`src/rtl/fss_pkg.sv`:
```
// ----------------------------------------------------------------------------
// fss_pkg
// Shared types and constants for the flock separation steering core.
// ----------------------------------------------------------------------------
package fss_pkg;

	localparam int POS_WIDTH_DEF = 24;
	localparam int SPEED_W       = 23;
	localparam int OUT_W         = 24;
	localparam int SUM_W         = 40;
	localparam int MAG_W         = 30;
	localparam int SQ_W          = 61;
	localparam int NUM_W         = 59;
	localparam int QUO_W         = 64;
	localparam logic [SPEED_W-1:0] SPEED_RST = 23'd2560;
	localparam logic [SUM_W-1:0] SUM_MAX = {1'b0, {(SUM_W-1){1'b1}}};
	localparam logic [SUM_W-1:0] SUM_MIN = {1'b1, {(SUM_W-1){1'b0}}};

	typedef enum logic [3:0] {
		ST_IDLE,
		ST_NORM,
		ST_SQ,
		ST_DIVX,
		ST_DIVY,
		ST_ACC,
		ST_ONORM,
		ST_OSQ,
		ST_ROOT,
		ST_OMULX,
		ST_OMULY,
		ST_ODIVX,
		ST_ODIVY,
		ST_EMIT
	} state_t;

	typedef struct packed {
		logic start;
		logic busy;
	} unit_ctl_t;

endpackage

```
`src/rtl/fss_div.sv`:
```
// ----------------------------------------------------------------------------
// fss_div
// Restoring bit-serial divider, one quotient bit per cycle.
// ----------------------------------------------------------------------------
module fss_div (
	input  logic                     clk,
	input  logic                     arst_n,
	input  logic                     start,
	input  logic [fss_pkg::QUO_W-1:0] num,
	input  logic [fss_pkg::QUO_W-1:0] den,
	output logic                     busy,
	output logic [fss_pkg::QUO_W-1:0] quo
);
	logic [fss_pkg::QUO_W-1:0] rem_q, num_q, den_q;
	logic [6:0]                cnt_q;
	logic [fss_pkg::QUO_W:0]   trial;

	assign trial = {rem_q, num_q[fss_pkg::QUO_W-1]};
	assign busy  = (cnt_q != 7'd0);
	assign quo   = num_q;

	always_ff @(posedge clk or negedge arst_n) begin
		if (!arst_n) begin
			cnt_q <= 7'd0;
		end else if (start) begin
			cnt_q <= 7'(fss_pkg::QUO_W);
		end else if (busy) begin
			cnt_q <= cnt_q - 7'd1;
		end
	end

	always_ff @(posedge clk) begin
		if (start) begin
			rem_q <= '0;
			num_q <= num;
			den_q <= den;
		end else if (busy) begin
			if (trial >= {1'b0, den_q}) begin
				rem_q <= fss_pkg::QUO_W'(trial - {1'b0, den_q});
				num_q <= {num_q[fss_pkg::QUO_W-2:0], 1'b1};
			end else begin
				rem_q <= trial[fss_pkg::QUO_W-1:0];
				num_q <= {num_q[fss_pkg::QUO_W-2:0], 1'b0};
			end
		end
	end

	assert property (@(posedge clk) disable iff (!arst_n) start |=> busy)
		else $error("divider did not start");
endmodule

```
`src/rtl/fss_mul.sv`:
```
// ----------------------------------------------------------------------------
// fss_mul
// Shift-and-add multiplier, one multiplier bit per cycle.
// ----------------------------------------------------------------------------
module fss_mul (
	input  logic                     clk,
	input  logic                     arst_n,
	input  logic                     start,
	input  logic [31:0]              a,
	input  logic [31:0]              b,
	output logic                     busy,
	output logic [fss_pkg::QUO_W-1:0] prod
);
	logic [fss_pkg::QUO_W-1:0] acc_q, a_q;
	logic [31:0]               b_q;
	logic [5:0]                cnt_q;

	assign busy = (cnt_q != 6'd0);
	assign prod = acc_q;

	always_ff @(posedge clk or negedge arst_n) begin
		if (!arst_n) begin
			cnt_q <= 6'd0;
		end else if (start) begin
			cnt_q <= 6'd32;
		end else if (busy) begin
			cnt_q <= cnt_q - 6'd1;
		end
	end

	always_ff @(posedge clk) begin
		if (start) begin
			acc_q <= '0;
			a_q   <= {32'd0, a};
			b_q   <= b;
		end else if (busy) begin
			if (b_q[0]) acc_q <= acc_q + a_q;
			a_q <= {a_q[fss_pkg::QUO_W-2:0], 1'b0};
			b_q <= {1'b0, b_q[31:1]};
		end
	end

	assert property (@(posedge clk) disable iff (!arst_n) start |=> busy)
		else $error("multiplier did not start");
endmodule

```
`src/rtl/fss_sqrt.sv`:
```
// ----------------------------------------------------------------------------
// fss_sqrt
// Digit-by-digit integer square root, one result bit per cycle.
// ----------------------------------------------------------------------------
module fss_sqrt (
	input  logic                     clk,
	input  logic                     arst_n,
	input  logic                     start,
	input  logic [fss_pkg::QUO_W-1:0] rad,
	output logic                     busy,
	output logic [31:0]              root
);
	logic [fss_pkg::QUO_W-1:0] x_q;
	logic [33:0]               rem_q;
	logic [31:0]               res_q;
	logic [5:0]                cnt_q;
	logic [33:0]               trial, cand;

	assign busy  = (cnt_q != 6'd0);
	assign root  = res_q;
	assign trial = {rem_q[31:0], x_q[fss_pkg::QUO_W-1:fss_pkg::QUO_W-2]};
	assign cand  = {res_q, 2'b01};

	always_ff @(posedge clk or negedge arst_n) begin
		if (!arst_n) begin
			cnt_q <= 6'd0;
		end else if (start) begin
			cnt_q <= 6'd32;
		end else if (busy) begin
			cnt_q <= cnt_q - 6'd1;
		end
	end

	always_ff @(posedge clk) begin
		if (start) begin
			x_q   <= rad;
			rem_q <= '0;
			res_q <= '0;
		end else if (busy) begin
			x_q <= {x_q[fss_pkg::QUO_W-3:0], 2'b00};
			if (trial >= cand) begin
				rem_q <= trial - cand;
				res_q <= {res_q[30:0], 1'b1};
			end else begin
				rem_q <= trial;
				res_q <= {res_q[30:0], 1'b0};
			end
		end
	end

	assert property (@(posedge clk) disable iff (!arst_n) start |=> busy)
		else $error("root unit did not start");
endmodule

```
`src/rtl/flock_separation_steering_core.sv`:
```
// ----------------------------------------------------------------------------
// flock_separation_steering_core
// Boids separation steering: accumulates -30*2^24*d/|d|^2 per present neighbour
// word, normalises and scales by max_speed on the last word.
//
// channel  dir  payload
// s_axis   in   tdata: agent_x, agent_y, neighbor_x, neighbor_y, neighbor_present
//               tlast: last_neighbor
// m_axis   out  tdata: steer_x, steer_y
// cfg      in   data: max_speed
//
// A neighbour word goes through normalising shifts, two squares and two
// divisions; the last word adds normalising shifts, two squares, a root,
// two multiplies and two divisions. One word at a time; s_tready is low
// while a word is in work or a result waits. Reset clears accumulator, FSM.
// ----------------------------------------------------------------------------
module flock_separation_steering_core #(
	parameter int POS_WIDTH = fss_pkg::POS_WIDTH_DEF
) (
	input  logic                         clk,
	input  logic                         arst_n,
	input  logic                         s_tvalid,
	output logic                         s_tready,
	// agent_x, agent_y, neighbor_x, neighbor_y, neighbor_present, zero pad
	input  logic [((4*POS_WIDTH+1+7)/8)*8-1:0] s_tdata,
	input  logic                         s_tlast,
	output logic                         m_tvalid,
	input  logic                         m_tready,
	// steer_x, steer_y
	output logic [47:0]                  m_tdata,
	input  logic                         cfg_valid,
	output logic                         cfg_ready,
	input  logic [fss_pkg::SPEED_W-1:0]  cfg_data
);
	localparam int DW = POS_WIDTH + 1;
	localparam int QW = fss_pkg::QUO_W;
	localparam logic [fss_pkg::SUM_W-1:0] NORM_LIM = fss_pkg::SUM_W'(1) << 30;

	fss_pkg::state_t state_q, state_d;
	logic [fss_pkg::SPEED_W-1:0] speed_q;
	logic signed [fss_pkg::SUM_W-1:0] sumx_q, sumy_q;
	logic signed [DW-1:0] dx_q, dy_q;
	logic [fss_pkg::SUM_W-1:0] ax_q, ay_q;
	logic [5:0]  sh_q;
	logic        last_q;
	logic [QW-1:0] sq_q, qx_q, r_q;
	logic [31:0] m_q;
	logic [23:0] ox_q, oy_q;
	logic        phase_q;
	logic        sq2_q;

	logic mul_start, mul_busy, div_start, div_busy, root_start, root_busy;
	logic [31:0] ma, mb;
	logic [QW-1:0] mp, dn, dd, dq, sroot_rad;
	logic [31:0] sroot;

	logic s_acc;
	logic signed [DW-1:0] dx_w, dy_w;
	assign s_acc = s_tvalid && s_tready;
	assign dx_w = DW'($signed(s_tdata[3*POS_WIDTH-1:2*POS_WIDTH]))
		- DW'($signed(s_tdata[POS_WIDTH-1:0]));
	assign dy_w = DW'($signed(s_tdata[4*POS_WIDTH-1:3*POS_WIDTH]))
		- DW'($signed(s_tdata[2*POS_WIDTH-1:POS_WIDTH]));

	fss_mul u_mul (.clk, .arst_n, .start(mul_start), .a(ma), .b(mb), .busy(mul_busy),
		.prod(mp));
	fss_div u_div (.clk, .arst_n, .start(div_start), .num(dn), .den(dd), .busy(div_busy),
		.quo(dq));
	fss_sqrt u_sqrt (.clk, .arst_n, .start(root_start), .rad(sroot_rad), .busy(root_busy),
		.root(sroot));

	// magnitudes of the sums
	logic [fss_pkg::SUM_W-1:0] msx, msy;
	assign msx = sumx_q[fss_pkg::SUM_W-1] ? fss_pkg::SUM_W'(-sumx_q) : sumx_q;
	assign msy = sumy_q[fss_pkg::SUM_W-1] ? fss_pkg::SUM_W'(-sumy_q) : sumy_q;

	logic [QW-1:0] tmag_x, tmag_y;
	assign tmag_x = qx_q >> sh_q;
	assign tmag_y = r_q >> sh_q;

	function automatic logic signed [fss_pkg::SUM_W-1:0] sat(
		input logic signed [fss_pkg::SUM_W-1:0] a, input logic [QW-1:0] m, input logic neg);
		logic signed [fss_pkg::SUM_W+1:0] t, r;
		begin
			t = (m[QW-1:fss_pkg::SUM_W] != '0) ? {2'b00, fss_pkg::SUM_MAX}
				: (fss_pkg::SUM_W+2)'(m[fss_pkg::SUM_W-1:0]);
			r = neg ? (fss_pkg::SUM_W+2)'(a) - t : (fss_pkg::SUM_W+2)'(a) + t;
			if (r > $signed({2'b00, fss_pkg::SUM_MAX})) return fss_pkg::SUM_MAX;
			if (r < $signed({2'b11, fss_pkg::SUM_MIN})) return fss_pkg::SUM_MIN;
			return r[fss_pkg::SUM_W-1:0];
		end
	endfunction

	logic [fss_pkg::SUM_W-1:0] topv;
	assign topv = (ax_q > ay_q) ? ax_q : ay_q;

	always_comb begin
		state_d = state_q;
		unique case (state_q)
			fss_pkg::ST_IDLE:  if (s_acc) state_d = s_tdata[4*POS_WIDTH] ?
				fss_pkg::ST_NORM : (s_tlast ? fss_pkg::ST_ONORM : fss_pkg::ST_IDLE);
			fss_pkg::ST_NORM:  if (topv < NORM_LIM) state_d = fss_pkg::ST_SQ;
			fss_pkg::ST_SQ:    if (!mul_busy && phase_q && sq2_q) state_d =
				(topv == '0) ? (last_q ? fss_pkg::ST_ONORM : fss_pkg::ST_IDLE)
				: fss_pkg::ST_DIVX;
			fss_pkg::ST_DIVX:  if (!div_busy && phase_q) state_d = fss_pkg::ST_DIVY;
			fss_pkg::ST_DIVY:  if (!div_busy && phase_q) state_d = fss_pkg::ST_ACC;
			fss_pkg::ST_ACC:   state_d = last_q ? fss_pkg::ST_ONORM : fss_pkg::ST_IDLE;
			fss_pkg::ST_ONORM: if (phase_q) begin
				if (topv == '0) state_d = fss_pkg::ST_EMIT;
				else if ((topv >> 30) == fss_pkg::SUM_W'(1)) state_d = fss_pkg::ST_OSQ;
			end
			fss_pkg::ST_OSQ:   if (!mul_busy && phase_q && sq2_q) state_d = fss_pkg::ST_ROOT;
			fss_pkg::ST_ROOT:  if (!root_busy && phase_q) state_d = fss_pkg::ST_OMULX;
			fss_pkg::ST_OMULX: if (!mul_busy && phase_q) state_d = fss_pkg::ST_ODIVX;
			fss_pkg::ST_ODIVX: if (!div_busy && phase_q) state_d = fss_pkg::ST_OMULY;
			fss_pkg::ST_OMULY: if (!mul_busy && phase_q) state_d = fss_pkg::ST_ODIVY;
			fss_pkg::ST_ODIVY: if (!div_busy && phase_q) state_d = fss_pkg::ST_EMIT;
			fss_pkg::ST_EMIT:  if (m_tready) state_d = fss_pkg::ST_IDLE;
			default:           state_d = fss_pkg::ST_IDLE;
		endcase
	end

	// unit starts and operands
	always_comb begin
		mul_start = 1'b0; div_start = 1'b0; root_start = 1'b0;
		ma = '0; mb = '0; dn = '0; dd = sq_q; sroot_rad = sq_q;
		unique case (state_q)
			fss_pkg::ST_SQ, fss_pkg::ST_OSQ: begin
				mul_start = !mul_busy && !sq2_q;
				ma = phase_q ? ay_q[31:0] : ax_q[31:0];
				mb = ma;
			end
			fss_pkg::ST_DIVX:  begin div_start = !phase_q;
				dn = QW'({ax_q, 24'd0}) * QW'(30); end
			fss_pkg::ST_DIVY:  begin div_start = !phase_q;
				dn = QW'({ay_q, 24'd0}) * QW'(30); end
			fss_pkg::ST_ROOT:  root_start = !phase_q;
			fss_pkg::ST_OMULX: begin mul_start = !phase_q; ma = ax_q[31:0];
				mb = 32'(speed_q); end
			fss_pkg::ST_OMULY: begin mul_start = !phase_q; ma = ay_q[31:0];
				mb = 32'(speed_q); end
			fss_pkg::ST_ODIVX, fss_pkg::ST_ODIVY: begin div_start = !phase_q;
				dn = r_q; dd = QW'(m_q); end
			default: ;
		endcase
	end

	assign s_tready  = (state_q == fss_pkg::ST_IDLE);
	assign m_tvalid  = (state_q == fss_pkg::ST_EMIT);
	assign cfg_ready = 1'b1;
	assign m_tdata   = {oy_q, ox_q};

	always_ff @(posedge clk or negedge arst_n) begin
		if (!arst_n) begin
			state_q <= fss_pkg::ST_IDLE;
			speed_q <= fss_pkg::SPEED_RST;
			sumx_q  <= '0;
			sumy_q  <= '0;
			phase_q <= 1'b0;
		end else begin
			state_q <= state_d;
			if (cfg_valid) speed_q <= cfg_data;
			phase_q <= (state_d == state_q) && (state_q != fss_pkg::ST_IDLE);
			if (state_q == fss_pkg::ST_ACC) begin
				sumx_q <= sat(sumx_q, tmag_x, dx_q > 0);
				sumy_q <= sat(sumy_q, tmag_y, dy_q > 0);
			end
			if (state_q == fss_pkg::ST_EMIT && m_tready) begin
				sumx_q <= '0;
				sumy_q <= '0;
			end
		end
	end

	// second square is folded in via a second multiply pass on the same unit
	always_ff @(posedge clk or negedge arst_n) begin
		if (!arst_n) sq2_q <= 1'b0;
		else if (state_q != fss_pkg::ST_SQ && state_q != fss_pkg::ST_OSQ) sq2_q <= 1'b0;
		else if (!mul_busy && phase_q) sq2_q <= 1'b1;
	end

	always_ff @(posedge clk) begin
		unique case (state_q)
			fss_pkg::ST_IDLE: if (s_acc) begin
				dx_q <= dx_w;
				dy_q <= dy_w;
				ax_q <= fss_pkg::SUM_W'(dx_w[DW-1] ? -dx_w : dx_w);
				ay_q <= fss_pkg::SUM_W'(dy_w[DW-1] ? -dy_w : dy_w);
				sh_q <= '0;
				last_q <= s_tlast;
			end
			fss_pkg::ST_NORM: if (topv >= NORM_LIM) begin
				ax_q <= ax_q >> 1; ay_q <= ay_q >> 1; sh_q <= sh_q + 6'd1;
			end
			fss_pkg::ST_SQ, fss_pkg::ST_OSQ: if (!mul_busy && phase_q)
				sq_q <= sq2_q ? sq_q + mp : mp;
			fss_pkg::ST_DIVX: if (!div_busy && phase_q) qx_q <= dq;
			fss_pkg::ST_DIVY: if (!div_busy && phase_q) r_q <= dq;
			fss_pkg::ST_ROOT: if (!root_busy && phase_q) m_q <= sroot;
			fss_pkg::ST_OMULX, fss_pkg::ST_OMULY: if (!mul_busy && phase_q) r_q <= mp;
			fss_pkg::ST_ODIVX: if (!div_busy && phase_q)
				ox_q <= sumx_q[fss_pkg::SUM_W-1] ? 24'(-dq) : dq[23:0];
			fss_pkg::ST_ODIVY: if (!div_busy && phase_q)
				oy_q <= sumy_q[fss_pkg::SUM_W-1] ? 24'(-dq) : dq[23:0];
			fss_pkg::ST_ONORM: if (!phase_q) begin
				ax_q <= msx; ay_q <= msy;
			end else if (topv == '0) begin
				ox_q <= '0; oy_q <= '0;
			end else if ((topv >> 31) != '0) begin
				ax_q <= ax_q >> 1; ay_q <= ay_q >> 1;
			end else if (!topv[30]) begin
				ax_q <= ax_q << 1; ay_q <= ay_q << 1;
			end
			default: ;
		endcase
	end

	assert property (@(posedge clk) disable iff (!arst_n) m_tvalid && !m_tready |=> m_tvalid)
		else $error("result dropped");
	assert property (@(posedge clk) disable iff (!arst_n) !(s_tready && m_tvalid))
		else $error("input taken while result pending");
	assert property (@(posedge clk) disable iff (!arst_n)
		$onehot0({mul_busy, div_busy, root_busy}))
		else $error("units overlap");
endmodule

```
`config.mk`:
```
export PLATFORM = sky130hd
export DESIGN_NAME = flock_separation_steering_core
export DESIGN_NICKNAME = d
export VERILOG_FILES = /design/src/rtl/fss_pkg.sv /design/src/rtl/fss_div.sv /design/src/rtl/fss_mul.sv /design/src/rtl/fss_sqrt.sv /design/src/rtl/flock_separation_steering_core.sv
export SDC_FILE = /design/constraint.sdc
export NUM_CORES = 2
export LEC_CHECK = 0
export ABC_CLOCK_PERIOD_IN_PS = 25900
export BUFFER_PORTS_ARGS = -buffer_cell sky130_fd_sc_hd__buf_4
export CAP_MARGIN = 0
export CORE_MARGIN = 2
export CORE_UTILIZATION = 40
export DETAILED_ROUTE_END_ITERATION = 7
export PLACE_DENSITY = 0.62
export SLEW_MARGIN = 20
export SYNTH_ARGS = -nofsm -noshare
export SYNTH_HDL_FRONTEND = slang
export SYNTH_HIERARCHICAL = 1
export SYNTH_SLANG_ARGS = --single-unit
export TNS_END_PERCENT = 30
```
`constraint.sdc`:
```
create_clock -name clk -period 25.9 [get_ports clk]
set_clock_uncertainty 0.1 [all_clocks]
set_input_delay 2.59 -clock clk [delete_from_list [all_inputs] [get_ports clk]]
set_output_delay 2.59 -clock clk [all_outputs]
set_load 0.02 [all_outputs]
```
==> results.md <==
- Cell with the most instances after synthesis: nand2_1
- Largest net degree at the start of global routing: approximately 170
- Worst R2R End: sumx_q[0]
- Cts hold-fix bufs: 0
- Via/cell ratio: 6.15
- Post-synthesis async set-or-reset flop share: 0.126
- Area share of the largest cell type after synthesis: 0.234
- Std cell rows: 169
- Crit path top cell by count: nand2_1
- Combinational family with the most area after synthesis: compound AO/OA/AOI/OAI gates
- Die Width: 465 µm
- WP data required: 26510 ps
- Post-Synth Adder-Cell Area: 0.107
- Hold crit path type: reg2reg
- Final GP Congestion: about 1
- Clk buf depth: 3
- Area grow syn2layout: 9.80%
- Die H: 465 µm
- CP top delay family: simple AND/OR/NAND/NOR gates
- Hpwl dp: 230000 µm
- Initial DRT Pass Iterations: 8
- Critical-path maximum fanout: 79
- DRT antenna net count: 0
- Slowest cell on crit path: a31oi_2
- Grt total ovfl: 0
- Vias: ~75000
- Final net count: 10096
- Fillers: approximately 20000
- Seq. cell area: 27700 µm²
- Post-Synth Simple-Gate Area: 0.158
- Starting Density: 0.402
- Final period utilization: 0.481
- Area of the mapped netlist: 85200 µm²
- Slowest stage delay, CP: between 700 and 800 ps
- Startpoint types: flop
- WL per Instance: 24.8 µm
- CTS buffer count: 121
- Htree depth: 3
- Hold Path End: u_mul/a_q[62]
- Clk root buf: clkbuf_16
- Warnings, synthesis: 6
- Critical path arrival: approximately 13000 ps
- XOR/XNOR share of the synthesized area: 0.0609
- Setup TNS: 0 ps
- Share of layout cells above drive strength 1: 0.125
- Placeable Area: roughly 210000 µm²
- Vias in the first global route: 70220
- Clock sink count: 1017
- Hold path depth: 2
- Compound-cell area share of the yosys netlist: 0.207
- Post-CTS Repair Setup Buffers: 0
- Worst-path clk slew: 60 ps
- Fmax: 0.0803 GHz
- Number of synthesized flops with an enable pin: roughly 670
- Buf/Inv on CP: 5
- HP Start: u_mul/a_q[62]
- Ys flop type: edfxtp_1
- Crit. End Element: flop
- Initial antenna violation count: 12
- R2r worst-path depth: 32
- #FFs+latches synth: 1017
- Worst-margin pin slew: approximately 1200 ps
- First-pass GRT wire length: between 400000 and 500000 µm
- Critical path class: reg2reg
- Synth top area cells: edfxtp_1 23%, ha_1 7.2%, nand2_1 5.4%, dfxtp_1 5.3%, mux2_2 4.5%
- Crit Reg-Reg Startpoint: sh_q[2]
- Setup-failing EPs final: 0
- Worst-Skew Late Latency: 830 ps
- Total GRT Usage: 0.271
- Iter 0 DRT Violations: 8722
- Top Ports: 184
- Synth cell count leaders: 1221 x nand2_1, 702 x a21oi_1, 682 x nor2_1
- Final Critical Period: 12460 ps
- Multi-input logic area: about 54000 µm²
- CTS tree: built
- Status: complete, no violations
- Post-synthesis sequential area ratio: 0.325
- Mean Syn Cell Area: 9.08 µm²
- Post-cts sizing count: 0
- Post-Syn Nets: slightly above 10000
- Die area: 217000 µm²
- Pins Over Slew Limit: 0
- Syn Inst Count: between 9000 and 10000
- Total routed wirelength: 304000 µm
- Final hold vios: 0
- Count of input and output buffers: between 150 and 200
- Mux cell area share after synthesis: 0.0991
- Max_slew headroom: 0.206
- R2R Setup Slk: between 10000 and 15000 ps
- Max-Cap Viols: 0
- Residual DRC count: 0
- RSZ-0062 raised after global routing: no
- Synth cell types: about 120
- Synth area leader: edfxtp_1
[registers in the layout, indices dropped and copies added (netlist names), 7 cells and up]
| register | count |
|---|---|
| u_div/cnt_q | 7 |
| sumx_q | 40 |
| r_q | 64 |
| sumy_q | 40 |
| u_div/rem_q | 64 |
| dy_q | 25 |
| u_sqrt/root | 32 |
| dx_q | 25 |
| ox_q | 24 |
| u_mul/prod | 64 |
| u_div/den_q | 64 |
| u_sqrt/x_q | 64 |
| oy_q | 24 |
| speed_q | 23 |
| u_div/quo | 64 |
| ay_q | 40 |
| sq_q | 64 |
| qx_q | 64 |
| ax_q | 40 |
| u_sqrt/rem_q | 32 |
| m_q | 32 |
| u_mul/b_q | 32 |
| u_mul/a_q | 64 |
[area by class of cell]
type,count,share of cell area
inverter,379,0.0152
clock inverter,73,0.00819
antenna,4,0.000107
sequential,1017,0.296
timing repair buffer,346,0.0283
tap,2821,0.0377
clock buffer,155,0.0360
multi-input combinational,7458,0.579
[worst max-delay path by stage]
| stage | slack (ps) | endpoint | start | cells after the start |
|---|---|---|---|---|
| floorplan | 16830 | sumx_q[28] | sh_q[1] | 38 |
| global placement | 13940 | sumx_q[0] | sh_q[2] | 33 |
| detailed placement | 13730 | sumx_q[0] | sh_q[2] | 32 |
| CTS | 13700 | sumx_q[0] | sh_q[2] | 32 |
| global route | 12630 | sumx_q[0] | sh_q[2] | 32 |
| finish | 13440 | sumx_q[0] | sh_q[2] | 32 |
[metrics by stage]
step	utilization	area [µm²]	cells	setup slack [ps]	hold WS (ps)
2_1_floorplan	-	85200	9374	16830	330
3_3_place_gp	0.422	89300	12021	13940	361
3_5_place_dp	0.422	89300	12021	13730	368
4_1_cts	0.441	93500	12249	13700	375
5_1_grt	0.441	93500	12250	12630	394
6_report	0.441	93500	12253	13440	374
[kinds of logic after synthesis]
logic type,count (synthesis)
and+or+nand+nor,2938
AOI/OAI and AO/OA,2647
DFF,1017
buffers and inverters,899
adders and majority gates,640
muxes,640
xor gates and xnor gates,592
other,1
[worst register-to-register path: cells and delay by family (launching register included)]
| family | cells | cell delay, ps |
|---|---|---|
| mux | 2 | 850 |
| buf+inv | 5 | 1570 |
| flops | 1 | 530 |
| fa+ha+maj | 2 | 520 |
| xor+xnor | 1 | 240 |
| compound gates | 10 | 4270 |
| simple gates | 12 | 4310 |
[routing by layer]
layer  routed length [µm]  track usage  up-vias
met4                12600        0.101        4
met1               132000        0.389    37019
met3                32600       0.0678      521
met5                   34            0        -
met2               127000        0.390     3234
li1                     -            -    34577
[cell usage in the layout (no fill, tap or decap), types with 64 or more instances in the layout]
master and count:
nand2_1 1218, a21oi_1 700, nor2_1 672, edfxtp_1 665, o21ai_0 555, ha_1 491
xnor2_1 376, inv_1 368, mux2_2 342, buf_4 341, a21o_1 255, dfxtp_1 224
xor2_1 216, nor3_1 180, mux2i_1 163, fa_1 149, nand3_1 137, mux4_2 128
clkbuf_16 125, dfrtp_1 122, a211oi_1 119, and2_1 114, a31oi_1 92, nand4_1 91
nand2b_1 86, or3_1 76, and3_1 76, a221o_1 75, o21a_1 72, o211ai_1 66
nor2b_1 65, o21bai_1 64
Power is not shown: default switching activity piles up to over one toggle a cycle in this logic, so the estimate is an artifact.
